**src/sv/tcl_pkg.sv**
```systemverilog
// Package for the tone curve lookup block: sizes, function codes, shared types.
// No dependencies; used by tcl_front, tcl_back and the top level.
package tcl_pkg;

  localparam int unsigned MaxPointsDef = 16;
  localparam int unsigned Levels       = 256;
  localparam int unsigned NumChan      = 3;
  localparam int unsigned CfgIdxW      = 2;
  localparam int unsigned CfgDataW     = 5;
  localparam int unsigned QDepth       = 4;

  typedef enum logic [1:0] {
    FuncLoad  = 2'd0,
    FuncBuild = 2'd1,
    FuncPixel = 2'd2,
    FuncNone  = 2'd3
  } func_e;

  typedef enum logic [1:0] {
    CfgRed   = 2'd0,
    CfgGreen = 2'd1,
    CfgBlue  = 2'd2,
    CfgNone  = 2'd3
  } cfg_idx_e;

  // Classified request handed from the front part to the back part.
  typedef struct packed {
    logic       is_build;
    logic [7:0] r;
    logic [7:0] g;
    logic [7:0] b;
    logic [7:0] a;
  } req_t;

  // Back-end build sequencer.
  typedef enum logic [2:0] {
    BkIdle,
    BkFetch,
    BkSeg,
    BkStep,
    BkDone
  } bk_state_e;

endpackage

```
**src/sv/tcl_front.sv**
```systemverilog
// Front part: accepts requests, stores control points, queues build and pixel requests.
// Depends on tcl_pkg.
module tcl_front #(
  parameter int unsigned MaxPoints = tcl_pkg::MaxPointsDef
) (
  input  logic                 clk_i,
  input  logic                 rst_ni,
  input  logic                 acc_i,
  input  logic [1:0]           func_i,
  input  logic [1:0]           channel_i,
  input  logic [3:0]           point_index_i,
  input  logic [7:0]           point_x_i,
  input  logic [7:0]           point_y_i,
  input  logic [7:0]           red_in_i,
  input  logic [7:0]           green_in_i,
  input  logic [7:0]           blue_in_i,
  input  logic [7:0]           alpha_in_i,
  input  logic                 pop_i,
  output logic                 q_valid_o,
  output tcl_pkg::req_t        q_head_o,
  output logic                 q_full_o,
  input  logic                 pt_rd_i,
  input  logic [1:0]           pt_ch_i,
  input  logic [$clog2(MaxPoints)-1:0] pt_idx_i,
  output logic [15:0]          pt_data_o
);
  import tcl_pkg::*;

  localparam int unsigned PiW = $clog2(MaxPoints);
  localparam int unsigned QW  = $clog2(QDepth);

  // point memory, one write and one registered read per cycle
  logic [15:0] pt_mem [NumChan*MaxPoints];
  logic        ld_ok;
  logic [$clog2(NumChan*MaxPoints)-1:0] wr_addr, rd_addr;

  assign ld_ok = acc_i && func_e'(func_i) == FuncLoad && channel_i != 2'd3
                 && ({28'd0, point_index_i} < 32'(MaxPoints));
  assign wr_addr = $bits(wr_addr)'(32'(channel_i) * MaxPoints
                                   + 32'(point_index_i[PiW-1:0]));
  assign rd_addr = $bits(rd_addr)'(32'(pt_ch_i) * MaxPoints + 32'(pt_idx_i));

  always_ff @(posedge clk_i) begin
    if (ld_ok) begin
      pt_mem[wr_addr] <= {point_x_i, point_y_i};
    end
    if (pt_rd_i) begin
      pt_data_o <= pt_mem[rd_addr];
    end
  end

  // request queue
  req_t          q_mem [QDepth];
  logic [QW-1:0] wp_q, rp_q;
  logic [QW:0]   cnt_q;
  logic          push;
  logic          bld_q;

  assign push = acc_i && (func_e'(func_i) == FuncBuild || func_e'(func_i) == FuncPixel);

  always_ff @(posedge clk_i) begin
    if (push) begin
      q_mem[wp_q] <= '{is_build: func_e'(func_i) == FuncBuild, r: red_in_i,
                       g: green_in_i, b: blue_in_i, a: alpha_in_i};
    end
  end

  always_ff @(posedge clk_i or negedge rst_ni) begin
    if (!rst_ni) begin
      wp_q  <= '0;
      rp_q  <= '0;
      cnt_q <= '0;
      bld_q <= 1'b0;
    end else begin
      if (push) wp_q <= wp_q + 1'b1;
      if (pop_i) rp_q <= rp_q + 1'b1;
      cnt_q <= cnt_q + (QW+1)'(push) - (QW+1)'(pop_i);
      // a build is pending from its acceptance until the back part retires it
      if (push && func_e'(func_i) == FuncBuild) bld_q <= 1'b1;
      else if (pop_i && q_head_o.is_build) bld_q <= 1'b0;
    end
  end

  assign q_valid_o = cnt_q != '0;
  assign q_head_o  = q_mem[rp_q];
  // no request while a build is pending, so later point loads stay behind it
  assign q_full_o  = cnt_q >= (QW+1)'(QDepth - 1) || bld_q;
endmodule

```
**config.mk**
```make
export PLATFORM = sky130hd
export DESIGN_NAME = tcl_front
export DESIGN_NICKNAME = d
export VERILOG_FILES = /design/src/sv/tcl_pkg.sv /design/src/sv/tcl_front.sv
export SDC_FILE = /design/constraint.sdc
export NUM_CORES = 1
export LEC_CHECK = 0
export ABC_AREA = 1
export BUFFER_PORTS_ARGS = -buffer_cell sky130_fd_sc_hd__buf_2
export CAP_MARGIN = 10
export CORE_MARGIN = 3
export CORE_UTILIZATION = 40
export DETAILED_ROUTE_END_ITERATION = 16
export PLACE_DENSITY = 0.59
export SETUP_SLACK_MARGIN = 0.15
export SLEW_MARGIN = 25
export SYNTH_ARGS = -nofsm -noshare
export SYNTH_HDL_FRONTEND = slang
export SYNTH_SLANG_ARGS = --single-unit
```
**constraint.sdc**
```tcl
create_clock -name clk_i -period 2.95 [get_ports clk_i]
set_input_delay 0.59 -clock clk_i [delete_from_list [all_inputs] [get_ports clk_i]]
set_output_delay 0.59 -clock clk_i [all_outputs]
set_load 0.005 [all_outputs]
```
-- Word-level counts from Yosys, hierarchy flattened
Memory sizes are Yosys's and may differ from the RTL's. A register that Yosys moved wholly into a read port is not among the register bits.
Cells that the tools add are included.
- bits in writable memories: 900
- output and inout port bits: 51
- logic and storage cells: 32
- input port bits: 67
- bits in registers: 8
- memories: 2
- multiplexer cells: 6
- reduce and logical (&&, ||, !) cells: 10
- add/subtract/negate cells: 6
- order comparisons: 1
- equal/unequal tests: 3
- memory list (memory ; depth ; bits a word ; read ports ; clocked after memory_dff ; write ports ; line ; source):
    pt_mem ; 48 ; 16 ; 1 ; 1 ; 1 ; tcl_front.sv:33 ; logic [15:0] pt_mem [NumChan*MaxPoints];
    q_mem ; 4 ; 33 ; 1 ; 0 ; 1 ; tcl_front.sv:53 ; req_t q_mem [QDepth];
- operators with widths (kind ; count):
    $add A6 B4 Y6 ; 2
    $mux W1 ; 6
    $logic_and A1 B1 Y1 ; 5
    $add A2 B1 Y2 const B ; 2
    $add A3 B1 Y3 ; 1
    $ge A3 B2 Y1 const B ; 1
    $reduce_bool A3 Y1 ; 1
    $sub A3 B1 Y3 ; 1
    $eq A2 B1 Y1 const B ; 1
    $eq A2 B2 Y1 const B ; 1
    $logic_not A2 Y1 ; 1
    $logic_or A1 B1 Y1 ; 2
    $ne A2 B2 Y1 const B ; 1
    $reduce_bool A2 Y1 ; 1

-- Longest topological paths before layout
- depth in word-level cells: 5
- gate-level depth with buffers: 12
- depth with buffers taken out: 9

-- Least setup slack after synthesis
No wires, ideal clock.
- path type: input to register
- start point: input port func_i[1]
- end point: memory q_mem[0][0] (netlist bit), enable pin
- path buffers: 0
- path slack: 0.038 ns
- arrival time: 2.489 ns
- library setup time: 0.423 ns
- stages on the path: 4
- data required time: 2.527 ns
- path through: inv_1 > ha_1 > nand2_1 > nor2_1
- cells in the longest elaborated chain, start to end: 5
- elaborated cells between the ends (all ways): 6
- classes of those cells: 2 x eq/ne; 2 x mux; 2 x reduce/logical
- RTL lines (what ; line ; source):
    start: declaration ; tcl_front.sv:9 ; input logic [1:0] func_i,
    $eq A2 B1 Y1 / $eq A2 B2 Y1 (equally long branches) ; tcl_front.sv:59 ; assign push = acc_i && (func_e'(func_i) == FuncBuild || func_e'(func_i) == FuncPixel);
    $logic_or A1 B1 Y1 * ; tcl_front.sv:59 ;
    $logic_and A1 B1 Y1 * ; tcl_front.sv:59 ;
    $mux W1 * ; tcl_front.sv:62 ; if (push) begin
    $mux W1 (not written as such) * ; tcl_front.sv:63 ; q_mem[wp_q] <= '{is_build: func_e'(func_i) == FuncBuild, r: red_in_i,
    end: declaration ; tcl_front.sv:53 ;
Mark *: on every way between the ends. The rest lies on a longest branch, timed or not.

==> metrics.md <==
| Metric | Value |
|---|---|
| Hold slack | 0.1634 ns |
| # IOs | 118 |
| Synth warnings | 0 |
| Measured slew at the worst slew-check pin | 1.072 ns |
| Crit path required time | 2.36 ns |
| Min-Delay Path Class | input pin to register |
| CTS buffer count | between 90 and 100 |
| Die Wd | 309.5 µm |
| Syn Inst Count | 2930 |
| Gpl congestion | 0.8082 |
| Clock-pin slew on the worst setup and hold paths | roughly 0.060 ns |
| Hold Path End | q_mem[2][18]$_DFFE_PP_ |
| Pleak | 0.01474 µW |
| Drc violations | 0 |
| Worst path slowest cell | dfrtp_2 |
| Clock buffer depth | 3 |
| Largest net degree at the start of global routing | 130 |
| H-tree depth | 3 |
| Status | completed |
| Die height | 309.5 µm |
| Fmax | 374.0 MHz |
| Seq cells post-synth | 924 |
| Unrepaired setup endpoints after global routing | no |
| CP Capture Type | output pin |
| Cell Area, Placed | about 39000 µm² |
| CP peak stage delay | 0.57 ns |
| Design area | 42170 µm² |
| Routed Antenna Nets | 0 |
| Final #Nets | 3156 |
| Root buf cell | clkbuf_16 |
| Syn_area_per_cell | roughly 13 µm² |
| Max-slew violations | 0 |
| WL/cell | 21.97 µm |
| Clock skew | 0.02982 ns |
| Reg2reg path depth | 5 |
| Reg-to-reg setup timing slack | 1.31 ns |
| Final Core Density | 0.4649 |
| Area grow syn2layout | 14.45% |
| CTS tree | done |
| CORE AREA | 90700 µm² |
| Initial antenna violation count | 7 |
| Crit Path Max Fanout | 54 |
| Netlist cell types | 24 |
| Worst Setup Start Kind | register |
| Row cnt | 110 |
| Clock insertion delay at the later pin of the skew report | around 0.65 ns |
| Die area | between 90000 and 100000 µm² |
| Global-route wire length before repair | 142400 µm |
| Worst vdd ir | approximately 0.65 mV |
| Fin. Hold Viols | 0 |
| Final worst-path cycle share | 0.9063 |
| Final setup viols | 0 |
| Number of global-route vias before repair | 22560 |
| 1st-iter DRT viols | 2532 |
| Total power | 29840 µW |
| WP buf/inv | 2 |
| Mapped Area | 36850 µm² |
| GRT Residual Overflow | 0 |
| Final WS setup | around 0.28 ns |
| Worst EP arrival | 2.08 ns |
| Min Clock Period, post-route | 2.674 ns |
| Share of cells above drive strength 1 | 0.1179 |
| Cell Chain, Critical Path | buf_12, o21ai_0, o22ai_1, buf_2 |
| Initial Util | 0.4062 |
| CTS sink count | 924 |
| Setup bufs post-CTS | 0 |
| Commonest non-fill, non-tap cell in the layout | edfxtp_1 |
| Via/cell ratio | about 5.4 |
| First-pass DRT Iterations | 6 |
| Setup WS pre-CTS | -0.008636 ns |
| DP Wirelength | 52940 µm |
| Post-Syn Nets | around 3000 |
| Port Buf Inserts | roughly 120 |
| Hold path start | green_in_i[2] |
| Critical setup path kind | register to output pin |
| Via count | 23240 |
| CP top delay family | flip-flops |
| Total wire length | 95230 µm |
| P per Cell Area | ~700 nW/µm² |
| Reg2reg start | wp_q[0]$_DFFE_PN0P_ |
| Slew HR | 0.2851 |
| Commonest non-fill, non-tap cells in the layout | 916 x edfxtp_1, 696 x nand2_1, 471 x nand3_1 |
| GRT Util Overall | 0.1978 |
| Sequential area share after synthesis | 0.7519 |
| Hold depth | 1 |
| Max-Cap Viols | 0 |
| Capture point of the worst reg-to-reg path | q_mem[0][8]$_DFFE_PP_ |
[per-stage QoR]
step           std cells  TNS, ns
2_1_floorplan       2930        0
3_3_place_gp        4158        0
3_5_place_dp        4158  -0.1152
4_1_cts             4329        0
5_1_grt             4331        0
6_report            4335        0
[routing by layer]
metal	share of wire	GRT usage
met1	0.42	0.2695
met2	0.48	0.3220
met3	0.073	0.03761
met4	0.028	0.06333
met5	0.00024	0
[where the power goes]
part / internal, µW / switching [µW] / leakage [µW]
Clock: 6790 / 4830 / 0.00146
Sequential: 14700 / 122 / 0.00835
Combinational: 1100 / 2260 / 0.00492
Total: 22600 / 7210 / 0.0147
[worst reg2reg max path, delay by kind of cell (launching register included)]
family	cells	cell delay [ns]
flip-flops	1	0.40
adder cells (fa/ha/maj)	1	0.16
buffers and inverters	3	0.62
AND/OR/NAND/NOR	1	0.09
[worst max-delay path by stage]
| stage | start | end | slack (ns) | depth (start not counted) |
|---|---|---|---|---|
| finish | rp_q[0]$_DFFE_PN0P_ | q_head_o[19] | 0.28 | 4 |
| detailed placement | func_i[1] | pt_mem[35][12]$_DFFE_PP_ | -0.009 | 9 |
| global placement | func_i[1] | pt_mem[35][12]$_DFFE_PP_ | 0.004 | 9 |
| global route | rp_q[0]$_DFFE_PN0P_ | q_head_o[32] | 0.16 | 5 |
| floorplan | func_i[1] | q_mem[0][0]$_DFFE_PP_ | 0.04 | 4 |
| CTS | rp_q[0]$_DFFE_PN0P_ | q_head_o[32] | 0.18 | 5 |
[cell families (layout without fill, tap and decap cells)]
family / count (synthesis) / after routing / synth area share
AOI/OAI and AO/OA: 294 / 294 / 0.04540
buffers and inverters: 210 / 434 / 0.02998
other: 0 / 5 / 0
and+or+nand+nor: 1488 / 1488 / 0.1681
adders and majority gates: 10 / 10 / 0.003600
DFF: 924 / 924 / 0.7519
xor gates and xnor gates: 4 / 4 / 0.0009510
[Yosys cell counts (all sizes together)]
| library cell | instances | share of area |
|---|---|---|
| xor2 | 3 | 0.00071 |
| fa | 1 | 0.00054 |
| o22ai | 33 | 0.0056 |
| a21oi | 2 | 0.00027 |
| o21ai | 195 | 0.026 |
| inv | 25 | 0.0026 |
| ha | 9 | 0.0031 |
| clkbuf | 70 | 0.0071 |
| edfxtp | 916 | 0.75 |
| clkinv | 1 | 0.00010 |
| nand3 | 471 | 0.064 |
| dfrtp | 8 | 0.0054 |
| o211ai | 64 | 0.013 |
| nor2 | 313 | 0.032 |
| nand2 | 696 | 0.071 |
| buf | 114 | 0.020 |
| xnor2 | 1 | 0.00024 |
| nand4 | 8 | 0.0014 |
[area by class of cell]
cell class / instances / area [µm²]
antenna: 5 / 12.51
clock buffer: 122 / 2521
clock inverter: 48 / 466.7
fill: 7986 / 48530
inverter: 26 / 113.9
multi-input combinational: 1796 / 8065
sequential: 924 / 27710
tap: 1176 / 1471
timing repair buffer: 238 / 1810
[registers in the layout, summed over array words and instances (netlist names)]
register and count:
bld_q 1, cnt_q 3, pt_data_o 16, pt_mem 768, q_mem 132, rp_q 2
wp_q 2
[timing repair]
item / in CTS / in global routing
endpoints found under the setup margin: 0 / 5
hold buffers: 1 / 0
endpoints found under the hold margin: 8 / 0
gates resized for setup: 0 / 1
No activity file was read; power rests on OpenSTA's default activity.
